`src/rtl/ost_pkg.sv`:
```
// ----------------------------------------------------------------------------
// ost_pkg
// Shared types and constants for the ordered set table.
// ----------------------------------------------------------------------------
package ost_pkg;

  localparam int CAPACITY = 16;
  localparam int IDX_W    = $clog2(CAPACITY);
  localparam int CNT_W    = 5;
  localparam int ELEM_W   = 32;
  localparam int OP_W     = 2;

  typedef enum logic [OP_W-1:0] {
    OP_INSERT = 2'd0,
    OP_REMOVE = 2'd1,
    OP_TEST   = 2'd2
  } op_t;

  typedef enum logic [1:0] {
    S_IDLE,
    S_SCAN,
    S_SHIFT,
    S_RESP
  } state_t;

  typedef struct packed {
    logic              we;
    logic [IDX_W-1:0]  waddr;
    logic [ELEM_W-1:0] wdata;
    logic [IDX_W-1:0]  raddr;
  } mem_req_t;

  typedef struct packed {
    logic             valid;
    logic             success;
    logic [CNT_W-1:0] count;
  } resp_t;

endpackage

```
`src/rtl/ost_req_if.sv`:
```
// ----------------------------------------------------------------------------
// ost_req_if
// Request channel: operation code and element value.
// ----------------------------------------------------------------------------
interface ost_req_if import ost_pkg::*; ();
  logic                     valid;
  logic                     ready;
  logic [OP_W-1:0]          operation;
  logic signed [ELEM_W-1:0] element;

  modport source (output valid, output operation, output element, input ready);
  modport sink   (input valid, input operation, input element, output ready);
endinterface

```
`src/rtl/ost_rsp_if.sv`:
```
// ----------------------------------------------------------------------------
// ost_rsp_if
// Result channel: success flag and element count after the operation.
// ----------------------------------------------------------------------------
interface ost_rsp_if import ost_pkg::*; ();
  logic             valid;
  logic             ready;
  logic             success;
  logic [CNT_W-1:0] count;

  modport source (output valid, output success, output count, input ready);
  modport sink   (input valid, input success, input count, output ready);
endinterface

```
`src/rtl/ost_cfg_if.sv`:
```
// ----------------------------------------------------------------------------
// ost_cfg_if
// Configuration write channel for the capacity limit register.
// ----------------------------------------------------------------------------
interface ost_cfg_if import ost_pkg::*; ();
  logic             valid;
  logic             ready;
  logic [CNT_W-1:0] data;

  modport source (output valid, output data, input ready);
  modport sink   (input valid, input data, output ready);
endinterface

```
`src/rtl/ordered_set_table.sv`:
```
// ----------------------------------------------------------------------------
// ordered_set_table
// Set of distinct 32-bit signed integers kept in insertion order.
// ----------------------------------------------------------------------------
// One request at a time: insert, remove or membership test of an element,
// each answered by one result with a success flag and the new count. The
// element memory has a single read port, so the scan compares one stored
// entry per cycle. A remove stops the scan at the match and then shifts
// every entry behind it down one place, one entry per cycle. A result waits
// in the sequencer only while the output register is still held by the
// consumer. The request channel is not ready while an item is in work. The
// capacity limit register (reset 16, held to 16) may be written at any time
// the block is idle; lowering it keeps held entries.
module ordered_set_table import ost_pkg::*; (
  input  logic       clk,
  input  logic       rst,
  ost_req_if.sink    req,
  ost_rsp_if.source  rsp,
  ost_cfg_if.sink    cfg
);

  logic [CNT_W-1:0]  limit;
  mem_req_t          mem_req;
  logic [ELEM_W-1:0] rdata;
  resp_t             seq_resp;
  logic              resp_take;
  logic              out_valid;
  logic              out_success;
  logic [CNT_W-1:0]  out_count;

  assign cfg.ready = 1'b1;

  always_ff @(posedge clk) begin
    if (rst) begin
      limit <= CNT_W'(CAPACITY);
    end else if (cfg.valid) begin
      limit <= cfg.data;
    end
  end

  ost_store u_store (
    .clk     (clk),
    .mem_req (mem_req),
    .rdata   (rdata)
  );

  ost_seq u_seq (
    .clk       (clk),
    .rst       (rst),
    .req       (req),
    .limit     (limit),
    .mem_req   (mem_req),
    .rdata     (rdata),
    .resp      (seq_resp),
    .resp_take (resp_take)
  );

  // load the output register when it is empty or being drained
  assign resp_take = seq_resp.valid && (!out_valid || rsp.ready);

  always_ff @(posedge clk) begin
    if (rst) begin
      out_valid <= 1'b0;
    end else if (resp_take) begin
      out_valid <= 1'b1;
    end else if (rsp.ready) begin
      out_valid <= 1'b0;
    end
  end

  always_ff @(posedge clk) begin
    if (resp_take) begin
      out_success <= seq_resp.success;
      out_count   <= seq_resp.count;
    end
  end

  assign rsp.valid   = out_valid;
  assign rsp.success = out_success;
  assign rsp.count   = out_count;

  a_count_bound: assert property (@(posedge clk) disable iff (rst)
    seq_resp.valid |-> (seq_resp.count <= CNT_W'(CAPACITY)))
    else $error("count exceeds capacity");

  a_busy_after_accept: assert property (@(posedge clk) disable iff (rst)
    (req.valid && req.ready) |=> !req.ready)
    else $error("request accepted while an item is in work");

  a_ready_no_result: assert property (@(posedge clk) disable iff (rst)
    req.ready |-> !seq_resp.valid)
    else $error("ready while a result is unsent");

  a_take_loads: assert property (@(posedge clk) disable iff (rst)
    resp_take |=> rsp.valid)
    else $error("result lost on the way to the output register");

endmodule

```
`src/rtl/ost_store.sv`:
```
// ----------------------------------------------------------------------------
// ost_store
// Element memory: one write port, one read port with registered data.
// ----------------------------------------------------------------------------
module ost_store import ost_pkg::*; (
  input  logic              clk,
  input  mem_req_t          mem_req,
  output logic [ELEM_W-1:0] rdata
);

  logic [ELEM_W-1:0] mem [CAPACITY];

  always_ff @(posedge clk) begin
    if (mem_req.we) begin
      mem[mem_req.waddr] <= mem_req.wdata;
    end
  end

  always_ff @(posedge clk) begin
    rdata <= mem[mem_req.raddr];
  end

endmodule

```
`src/rtl/ost_seq.sv`:
```
// ----------------------------------------------------------------------------
// ost_seq
// Sequencer: scans the store with one shared comparator, appends on insert
// and shifts later entries down on remove.
// ----------------------------------------------------------------------------
module ost_seq import ost_pkg::*; (
  input  logic              clk,
  input  logic              rst,
  ost_req_if.sink           req,
  input  logic [CNT_W-1:0]  limit,
  output mem_req_t          mem_req,
  input  logic [ELEM_W-1:0] rdata,
  output resp_t             resp,
  input  logic              resp_take
);

  state_t            state, state_next;
  logic [CNT_W-1:0]  count, count_next;
  logic [CNT_W-1:0]  rd_idx, rd_idx_next;
  logic              pend, pend_next;
  logic [IDX_W-1:0]  pend_idx, pend_idx_next;
  logic [OP_W-1:0]   op, op_next;
  logic [ELEM_W-1:0] elem, elem_next;
  logic              ok, ok_next;

  logic [CNT_W-1:0]  eff_limit;
  logic              match;
  logic              issue;

  always_ff @(posedge clk) begin
    if (rst) begin
      state  <= S_IDLE;
      count  <= '0;
      pend   <= 1'b0;
      rd_idx <= '0;
    end else begin
      state  <= state_next;
      count  <= count_next;
      pend   <= pend_next;
      rd_idx <= rd_idx_next;
    end
  end

  always_ff @(posedge clk) begin
    pend_idx <= pend_idx_next;
    op       <= op_next;
    elem     <= elem_next;
    ok       <= ok_next;
  end

  assign eff_limit = (limit > CNT_W'(CAPACITY)) ? CNT_W'(CAPACITY) : limit;
  // the one comparator, shared by every entry of the scan
  assign match     = pend && (rdata == elem);

  always_comb begin
    state_next    = state;
    count_next    = count;
    rd_idx_next   = rd_idx;
    pend_next     = pend;
    pend_idx_next = pend_idx;
    op_next       = op;
    elem_next     = elem;
    ok_next       = ok;
    issue         = 1'b0;
    mem_req       = '0;
    mem_req.raddr = rd_idx[IDX_W-1:0];
    req.ready     = (state == S_IDLE);

    case (state)
      S_IDLE: begin
        if (req.valid) begin
          op_next     = req.operation;
          elem_next   = $unsigned(req.element);
          rd_idx_next = '0;
          pend_next   = 1'b0;
          ok_next     = 1'b0;
          state_next  = S_SCAN;
        end
      end

      S_SCAN: begin
        issue         = !match && (rd_idx < count);
        pend_next     = issue;
        pend_idx_next = rd_idx[IDX_W-1:0];
        if (issue) begin
          rd_idx_next = rd_idx + 1'b1;
        end
        if (match) begin
          pend_next = 1'b0;
          case (op)
            OP_REMOVE: begin
              rd_idx_next = CNT_W'(pend_idx) + 1'b1;
              state_next  = S_SHIFT;
            end
            OP_TEST: begin
              ok_next    = 1'b1;
              state_next = S_RESP;
            end
            default: begin
              ok_next    = 1'b0;
              state_next = S_RESP;
            end
          endcase
        end else if (!pend && !issue) begin
          // scan exhausted: element absent
          if ((op == OP_INSERT) && (count < eff_limit)) begin
            mem_req.we    = 1'b1;
            mem_req.waddr = count[IDX_W-1:0];
            mem_req.wdata = elem;
            count_next    = count + 1'b1;
            ok_next       = 1'b1;
          end else begin
            ok_next = 1'b0;
          end
          state_next = S_RESP;
        end
      end

      S_SHIFT: begin
        // read entry j while writing the entry read last cycle, j-1, to j-2
        issue         = (rd_idx < count);
        pend_next     = issue;
        pend_idx_next = rd_idx[IDX_W-1:0];
        if (issue) begin
          rd_idx_next = rd_idx + 1'b1;
        end
        if (pend) begin
          mem_req.we    = 1'b1;
          mem_req.waddr = pend_idx - 1'b1;
          mem_req.wdata = rdata;
        end else if (!issue) begin
          count_next = count - 1'b1;
          ok_next    = 1'b1;
          state_next = S_RESP;
        end
      end

      S_RESP: begin
        if (resp_take) begin
          state_next = S_IDLE;
        end
      end

      default: begin
        state_next = S_IDLE;
      end
    endcase
  end

  assign resp.valid   = (state == S_RESP);
  assign resp.success = ok;
  assign resp.count   = count;

endmodule
```
`src/flat_wrapper.sv`:
```
// flat-port wrapper written by rule: the top's interface ports become plain ports
module ordered_set_table_flat import ost_pkg::*;
  (clk, rst, req_valid, req_operation, req_element, req_ready, rsp_valid, rsp_success, rsp_count, rsp_ready, cfg_valid, cfg_data, cfg_ready);
  ost_req_if req_i ();
  ost_rsp_if rsp_i ();
  ost_cfg_if cfg_i ();
  input  logic clk;
  input  logic rst;
  input wire logic [$bits(req_i.valid)-1:0] req_valid;
  input wire logic [$bits(req_i.operation)-1:0] req_operation;
  input wire logic [$bits(req_i.element)-1:0] req_element;
  output wire logic [$bits(req_i.ready)-1:0] req_ready;
  output wire logic [$bits(rsp_i.valid)-1:0] rsp_valid;
  output wire logic [$bits(rsp_i.success)-1:0] rsp_success;
  output wire logic [$bits(rsp_i.count)-1:0] rsp_count;
  input wire logic [$bits(rsp_i.ready)-1:0] rsp_ready;
  input wire logic [$bits(cfg_i.valid)-1:0] cfg_valid;
  input wire logic [$bits(cfg_i.data)-1:0] cfg_data;
  output wire logic [$bits(cfg_i.ready)-1:0] cfg_ready;
  assign req_i.valid = req_valid;
  assign req_i.operation = req_operation;
  assign req_i.element = req_element;
  assign req_ready = req_i.ready;
  assign rsp_valid = rsp_i.valid;
  assign rsp_success = rsp_i.success;
  assign rsp_count = rsp_i.count;
  assign rsp_i.ready = rsp_ready;
  assign cfg_i.valid = cfg_valid;
  assign cfg_i.data = cfg_data;
  assign cfg_ready = cfg_i.ready;
  ordered_set_table u_core (.clk(clk), .rst(rst), .req(req_i), .rsp(rsp_i), .cfg(cfg_i));
endmodule
```
`config.mk`:
```
export PLATFORM = sky130hd
export DESIGN_NAME = ordered_set_table_flat
export DESIGN_NICKNAME = d
export VERILOG_FILES = /design/src/rtl/ost_pkg.sv /design/src/rtl/ost_req_if.sv /design/src/rtl/ost_rsp_if.sv /design/src/rtl/ost_cfg_if.sv /design/src/rtl/ordered_set_table.sv /design/src/rtl/ost_store.sv /design/src/rtl/ost_seq.sv /design/src/flat_wrapper.sv
export SDC_FILE = /design/constraint.sdc
export NUM_CORES = 1
export LEC_CHECK = 0
export BUFFER_PORTS_ARGS = -buffer_cell sky130_fd_sc_hd__buf_4
export CAP_MARGIN = 20
export CORE_AREA = 2 2 285 287
export DETAILED_ROUTE_END_ITERATION = 10
export DIE_AREA = 0 0 287 289
export SYNTH_ARGS = -nofsm -noshare
export SYNTH_HDL_FRONTEND = slang
export SYNTH_SLANG_ARGS = --single-unit
export TNS_END_PERCENT = 5
```
`constraint.sdc`:
```
create_clock -name clk -period 5.35 [get_ports clk]
set_input_delay 1.07 -clock clk [delete_from_list [all_inputs] [get_ports clk]]
set_output_delay 1.07 -clock clk [all_outputs]
set_load 0.01 [all_outputs]
```
==> Flow_metrics.wiki, run 1 <==
{| class="wikitable"
! Metric !! Value
|-
| Run status || completed
|-
| Total wirelength of the detailed-routed design || between 50 and 60 mm
|-
| Area of the placeable core || approximately 0.080 mm^2
|-
| Global-route wire length before repair || ~78 mm
|-
| Detail-routed via count per cell || slightly below 5
|-
| Clock transition at the registers of the reported paths || ~70 ps
|-
| Leading area contributor after synthesis || edfxtp_1
|-
| Critical Path Slowest Stage Cell || or3_1
|-
| Number of nets at the end of the flow || around 1,300
|-
| Worst hold path endpoint || u_core.rsp.success
|-
| Setup repair after global routing missed its margin || no
|-
| Areal power density over the cells || about 400 mW/mm^2
|-
| Top cells by instance count after synthesis || edfxtp_1, mux4_2, nor2_1
|-
| Number of buffers created by CTS || slightly below 60
|-
| Share of layout cells above drive strength 1 || approximately 29%
|-
| Area share of the largest cell type after synthesis || 70.60%
|-
| Number of instances in the synthesized netlist || 1,144
|-
| Endpoint required time on the critical path || roughly 5700 ps
|-
| Setup repair bufs after CTS || 0
|-
| FMAX || roughly 260 MHz
|-
| Overall die area || between 0.08 and 0.09 mm^2
|-
| Number of clock sinks || a little over 600
|-
| Area of combinational cells with multiple inputs || approximately 0.0058 mm^2
|-
| Worst Clk Skew || approximately 35 ps
|-
| HPWL after detailed placement || 30.17 mm
|-
| Unique cell type count in the Yosys netlist || 56
|-
| Clock root buffer || clkbuf_16
|-
| Total via count in the routed design || ~11,000
|-
| Largest net degree at the start of global routing || ~100
|-
| Hold Path Cell Cnt || 0
|-
| Biggest area contributors in the synthesized netlist || edfxtp_1, mux4_2, dfxtp_1
|-
| Seq pwr share || around 51%
|-
| Flop-to-flop setup slack || 1510 ps
|-
| Count of TritonRoute iterations in the first routing pass || 7
|-
| Synth warnings || 0
|-
| Antenna Cells || 0
|-
| Post-Place Cell Area || approximately 0.026 mm^2
|-
| Fill count || 7,475
|-
| ANT nets after route || 0
|-
| Setup slack after placement || ~1500 ps
|-
| Worst reg2reg startpoint || u_core.u_seq.count[2]
|-
| Number of maximum-capacitance violations || 0
|-
| Remaining global-route overflow || 0
|-
| Flip-flop and latch area || 0.01776 mm^2
|-
| Max incr delay on CP || between 500 and 600 ps
|-
| Final hold violation count || 0
|-
| H-tree levels || 2
|-
| Total global-route track usage || 12.77%
|-
| Sequential fraction of the synthesis area || roughly 75%
|-
| Clock insertion delay at the later pin of the skew report || between 600 and 700 ps
|-
| Detailed-route DRC error count || 0
|-
| Startpoint type of the worst setup path || flip-flop
|-
| Routed wire per std cell || 22.67 um
|-
| PnR worst setup slack || 1507 ps
|-
| Clock tree from TritonCTS || yes
|-
| CP delay by family, top || simple AND/OR/NAND/NOR gates
|-
| Initial DRC Count || between 1,000 and 1,500
|-
| Slew margin rel. || a little over a quarter
|-
| Power Internal || just over 8 mW
|-
| VDD IR-drop max || about 330 uV
|-
| Post-synthesis async set-or-reset flop share || 0%
|-
| Netlist area before placement || approximately 0.024 mm^2
|-
| Hold Crit Start || u_core.u_seq.ok
|-
| Num ports || 53
|-
| Count of hold buffers inserted by post-cts repair || 0
|-
| Final core utilization || 34.34%
|-
| Crit Path Max Fanout || 18
|-
| GPL Wtd Cong || 0.8004
|-
| Clock share of power || between 30% and 40%
|-
| Initial antenna violation count || 0
|-
| Total Negative Setup Slacks || 0 ps
|-
| Count of buffer and inverter cells on the critical path || 2
|-
| Effective utilization at floorplan || between 20 and 30%
|-
| Number of cell instances on the worst register-to-register path || 11
|-
| Post-CTS resize count || 0
|-
| FF+latch count, synth || ~600
|-
| Reg-to-Reg End || u_core.u_store.mem[13][0]
|-
| Critical setup path kind || reg -> reg
|-
| Cell chain of the critical path || inv_1 -> ha_1 -> a21o_1 -> a31oi_1 -> o21ai_1 -> and3_2 -> nand2_1 -> o21ai_0 -> or3_1 -> nor2_4 -> buf_12
|-
| Floorplan row count || 104
|-
| PnR Total Power || 10.86 mW
|-
| Post-synthesis area per instance || around 21 um^2
|-
| Type of the most critical hold path || reg -> reg
|-
| Commonest register cell after synthesis || edfxtp_1
|-
| Number of enable flip-flop cells after synthesis || 557
|-
| Final cell area excluding filler cells || around 0.027 mm^2
|-
| Number of buffers added on ports || 51
|-
| Arrival time worst endpoint || roughly 4200 ps
|-
| Area overhead of the layout relative to synthesis || 15.80%
|-
| Buffer levels on the longest clock path || 3
|-
| Cell with the most instances after synthesis || edfxtp_1
|-
| Leakage component of the power || slightly below 8 nW
|-
| Worst slew pin tran || 1102 ps
|-
| Switching portion of total power || about a quarter
|-
| Net switching power || about 2.8 mW
|-
| Die extent in x || between 200 and 300 um
|-
| Y dimension of the die || about 290 um
|-
| Share of the clock period used by the worst path after layout || 71.84%
|-
| Max Slew Vio Count || 0
|-
| Minimum clock period after layout || ~3800 ps
|-
| Number of setup violations in the final report || 0
|-
| Syn_nets || 1,207
|-
| Endpoint type of the worst setup path || flip-flop
|-
| Combinational fraction of design power || between 10% and 20%
|-
| Number of global-route vias before repair || 11,740
|}
## sequential cells by signal (all words and copies together) (netlist names)
| name | flops |
|---|---|
| u_core.limit | 5 |
| u_core.rsp.count | 5 |
| u_core.rsp.success | 1 |
| u_core.rsp.valid | 1 |
| u_core.u_seq.count | 5 |
| u_core.u_seq.elem | 32 |
| u_core.u_seq.ok | 1 |
| u_core.u_seq.op | 2 |
| u_core.u_seq.pend | 1 |
| u_core.u_seq.pend_idx | 4 |
| u_core.u_seq.rd_idx | 5 |
| u_core.u_seq.state | 2 |
| u_core.u_store.mem | 512 |
| u_core.u_store.rdata | 32 |
## cell families after synthesis
group | count (synthesis) | share of synthesized area [%]
compound gates | 88 | 2.598
xor+xnor | 42 | 1.553
flops | 608 | 74.91
buf+inv | 75 | 1.283
simple gates | 140 | 2.900
mux | 171 | 15.70
fa+ha+maj | 19 | 1.035
other cells | 1 | 0.01583
## layout make-up
type	instances	share of cell area, %
multi-input cells	461	20.98
clock inverters	23	0.8802
repair buffers	80	2.372
well taps	1060	4.834
flip-flops and latches	608	64.74
inverters	17	0.2326
clock buffers	86	5.966
## power groups by stage
stage	Clock, mW	Sequential (mW)	Combinational, mW
2_1_floorplan	0	5.58	0.908
6_report	4.01	5.57	1.28
4_1_cts	4.11	5.57	1.31
3_5_place_dp	0	5.67	1.30
3_3_place_gp	0	5.67	1.27
5_1_grt	4.29	5.58	1.40
## metal layers
metal | global-route usage [%] | share of wire, % | up-vias
li1 | - | - | 4873
met1 | 17.87 | 45 | 6044
met2 | 20.57 | 48 | 369
met3 | 2.622 | 5.7 | 73
met4 | 2.839 | 1.7 | 0
met5 | 0 | 0 | -
## worst reg2reg max path: stages (launching register included)
cell and delay, ps:
dfxtp_1 450, inv_1 90, ha_1 320, a21o_1 170, a31oi_1 220, o21ai_1 250
and3_2 340, nand2_1 70, o21ai_0 250, or3_1 570, nor2_4 520, buf_12 290
## stage by stage
stage | hold slack [ps] | std cells
floorplan | 400.3 | 1144
global placement | 403.7 | 2225
detailed placement | 415.1 | 2226
CTS | 432.0 | 2335
global route | 441.2 | 2335
finish | 432.7 | 2335
## layout by cell type (no fill, tap or decap), types with 6 or more instances in the layout
master,instances
nor2_1,57
xor2_1,6
nand4_1,7
clkbuf_8,8
o21ai_0,9
edfxtp_1,557
mux4_2,160
nor2_4,13
inv_1,16
clkbuf_1,20
buf_4,76
mux2i_1,9
ha_1,18
clkinv_2,9
xnor2_1,36
nand2_1,20
dfxtp_1,47
a21oi_1,17
nand3_1,11
a22oi_1,34
clkbuf_16,58
## worst max-delay path by stage
stage | from | to | slack [ps] | cells after the start
6_report | u_core.u_seq.count[2] | u_core.u_store.mem[13][0] | 1510 | 11
2_1_floorplan | u_core.u_seq.count[2] | u_core.u_store.mem[3][0] | 430 | 10
4_1_cts | u_core.u_seq.rd_idx[0] | u_core.u_store.mem[12][17] | 1490 | 8
3_5_place_dp | u_core.u_seq.rd_idx[0] | u_core.u_store.mem[12][18] | 1480 | 8
5_1_grt | u_core.u_seq.rd_idx[0] | u_core.u_store.mem[11][28] | 1200 | 9
3_3_place_gp | u_core.u_seq.rd_idx[0] | u_core.u_store.mem[12][12] | 1560 | 8
(Power assumes the default switching activity.)
==> run 2: changes to the inputs <==
clock period = 4 ns   (was 5.35 ns; I/O delays follow)
==> run 2 against run 1 <==
Combinational power grew 50%; non-clock buffer count increased by 55; cell count up 2.9%; worst setup slack worse by 1100 ps; first-iteration DRC count up 5.0%; die area is the same; sequential share of layout area decreased by 1.7 points; clock-buffer cell count is 5 higher; critical endpoint is now u_core.u_store.mem[10][10].
==> Flow_metrics.wiki, run 2 (synthesis results as in run 1) <==
{| class="wikitable"
! Metric !! Value
|-
| Run status || completed
|-
| Routed wire per std cell || roughly 24 um
|-
| Endpoint required time on the critical path || about 4200 ps
|-
| Buffer levels on the longest clock path || 3
|-
| Hold Crit Start || req_element[6]
|-
| Most common cell after layout, fill and taps aside || edfxtp_1
|-
| Y dimension of the die || 289 um
|-
| Setup repair after global routing missed its margin || no
|-
| Number of buffers created by CTS || 67
|-
| Count of hold buffers inserted by post-cts repair || 0
|-
| Number of maximum-capacitance violations || 0
|-
| Max incr delay on CP || around 550 ps
|-
| Largest net degree at the start of global routing || 70
|-
| Antenna Cells || 0
|-
| Remaining global-route overflow || 0
|-
| Biggest registers after layout || u_core.u_store.mem: 512 flops, u_core.u_seq.elem: 32 flops, u_core.u_store.rdata: 32 flops
|-
| Total wirelength of the detailed-routed design || ~57 mm
|-
| Total via count in the routed design || 11,760
|-
| Initial antenna violation count || 1
|-
| Type of the most critical hold path || in -> reg
|-
| Arrival time worst endpoint || ~3800 ps
|-
| GPL Wtd Cong || 0.7827
|-
| Global-route wire length before repair || about 84 mm
|-
| Reg-to-Reg End || u_core.u_store.mem[10][10]
|-
| Share of layout cells above drive strength 1 || approximately a third
|-
| Number of clock sinks || ~610
|-
| Total global-route track usage || between 10% and 20%
|-
| Area of the placeable core || about 0.080 mm^2
|-
| Endpoint type of the worst setup path || flip-flop
|-
| Clock share of power || about two fifths
|-
| ANT nets after route || 0
|-
| Clock tree from TritonCTS || yes
|-
| Power Internal || 11.44 mW
|-
| Worst reg2reg startpoint || u_core.u_seq.count[2]
|-
| Initial DRC Count || between 1,000 and 1,500
|-
| Leakage component of the power || between 8 and 9 nW
|-
| Worst hold path endpoint || u_core.u_seq.elem[6]
|-
| Hold Path Cell Cnt || 1
|-
| Number of buffers added on ports || around 50
|-
| Seq pwr share || just under 50%
|-
| Die extent in x || 287 um
|-
| Critical Path Slowest Stage Cell || a22oi_1
|-
| Number of nets at the end of the flow || about 1,400
|-
| Area overhead of the layout relative to synthesis || 18.84%
|-
| Areal power density over the cells || roughly 550 mW/mm^2
|-
| Number of cell instances on the worst register-to-register path || 10
|-
| Fill count || between 7,000 and 8,000
|-
| CP delay by family, top || compound AO/OA/AOI/OAI gates
|-
| VDD IR-drop max || around 280 uV
|-
| Overall die area || 0.08294 mm^2
|-
| Most frequent cells in the layout || edfxtp_1, mux4_2, buf_4, clkbuf_16, nor2_1
|-
| Clock root buffer || clkbuf_16
|-
| Number of global-route vias before repair || between 10,000 and 15,000
|-
| PnR worst setup slack || ~410 ps
|-
| Net switching power || slightly below 4 mW
|-
| HPWL after detailed placement || 37.00 mm
|-
| Flop-to-flop setup slack || 410 ps
|-
| Startpoint type of the worst setup path || flip-flop
|-
| Register containing the most flip-flops in the final layout || u_core.u_store.mem
|-
| Final hold violation count || 0
|-
| Clock insertion delay at the later pin of the skew report || between 600 and 700 ps
|-
| FMAX || approximately 280 MHz
|-
| Clock transition at the registers of the reported paths || 50 ps
|-
| Cell chain of the critical path || inv_1 -> ha_1 -> a21o_1 -> a31oi_1 -> o21ai_1 -> and3_2 -> a22oi_1 -> nand3_1 -> nor2_4 -> buf_4
|-
| Number of flip-flops under the largest register name || roughly 510
|-
| Count of buffer and inverter cells on the critical path || 2
|-
| Max Slew Vio Count || 0
|-
| Switching portion of total power || 25.48%
|-
| Effective utilization at floorplan || 29.65%
|-
| Worst slew pin tran || between 1000 and 1500 ps
|-
| Slew margin rel. || between 20 and 30%
|-
| Total Negative Setup Slacks || 0 ps
|-
| Critical setup path kind || reg -> reg
|-
| Setup slack after placement || 399.9 ps
|-
| Minimum clock period after layout || approximately 3600 ps
|-
| Num ports || 53
|-
| Number of setup violations in the final report || 0
|-
| Post-CTS resize count || 0
|-
| Share of the clock period used by the worst path after layout || 89.73%
|-
| Setup repair bufs after CTS || 0
|-
| Worst Clk Skew || about 47 ps
|-
| Floorplan row count || 104
|-
| Crit Path Max Fanout || 32
|-
| Detailed-route DRC error count || 0
|-
| Detail-routed via count per cell || a little under 5
|-
| Count of TritonRoute iterations in the first routing pass || 5
|-
| Combinational fraction of design power || about an eighth
|-
| H-tree levels || 3
|}
## run 2: cell types whose count changed in the layout (fill, tap and decap cells not counted), sizes merged
cell / previous run / this run
clkinv: 14 / 22
bufinv: 2 / 3
clkinvlp: 5 / 4
buf: 80 / 135
clkbuf: 86 / 91
## run 2: metrics by stage
stage / cells / hold slack (ps) / utilization, % / cell area (um^2) / power, mW
finish: 2403 / 365.3 / 35.24 / 28150 / 15.35
global route: 2403 / 337.6 / 35.24 / 28150 / 15.89
CTS: 2403 / 333.5 / 35.24 / 28150 / 15.51
detailed placement: 2281 / 407.4 / 32.51 / 25970 / 9.493
global placement: 2281 / 407.1 / 32.51 / 25970 / 9.451
floorplan: 1144 / 400.3 / - / 23700 / 8.677
## run 2: worst max-delay path by stage
stage / startpoint / endpoint / slack (ps) / cells after the start
2_1_floorplan: u_core.u_seq.count[2] / u_core.u_store.mem[0][0] / -720 / 10
3_3_place_gp: u_core.u_seq.count[2] / u_core.u_store.mem[10][17] / 420 / 10
3_5_place_dp: u_core.u_seq.count[2] / u_core.u_store.mem[10][17] / 400 / 10
4_1_cts: u_core.u_seq.count[2] / u_core.u_store.mem[10][10] / 400 / 10
5_1_grt: u_core.u_seq.count[2] / u_core.u_store.mem[10][10] / 90 / 10
6_report: u_core.u_seq.count[2] / u_core.u_store.mem[10][10] / 410 / 10
## run 2: layout make-up
cell class	count	area [um^2]	share of cell area (%)
inverter	17	63.81	0.2267
clock buffer	91	1858	6.600
timing repair buffer	135	1064	3.778
multi-input combinational	461	5762	20.47
sequential	608	17760	63.08
clock inverter	31	320.3	1.138
tap	1060	1326	4.711
## run 2: power by group through the flow
stage / Sequential [mW] / Clock [mW] / Combinational [mW]
floorplan: 7.46 / 0 / 1.22
global placement: 7.55 / 0 / 1.90
detailed placement: 7.55 / 0 / 1.94
CTS: 7.42 / 6.14 / 1.94
global route: 7.44 / 6.38 / 2.08
finish: 7.42 / 6.00 / 1.92
## run 2: layer usage
layer / wire [um] / up-vias / GRT usage, %
li1: - / 4999 / -
met1: 26180 / 6269 / 20.32
met2: 26640 / 434 / 21.39
met3: 3800 / 59 / 2.929
met4: 857 / 0 / 2.956
met5: 0 / - / 0
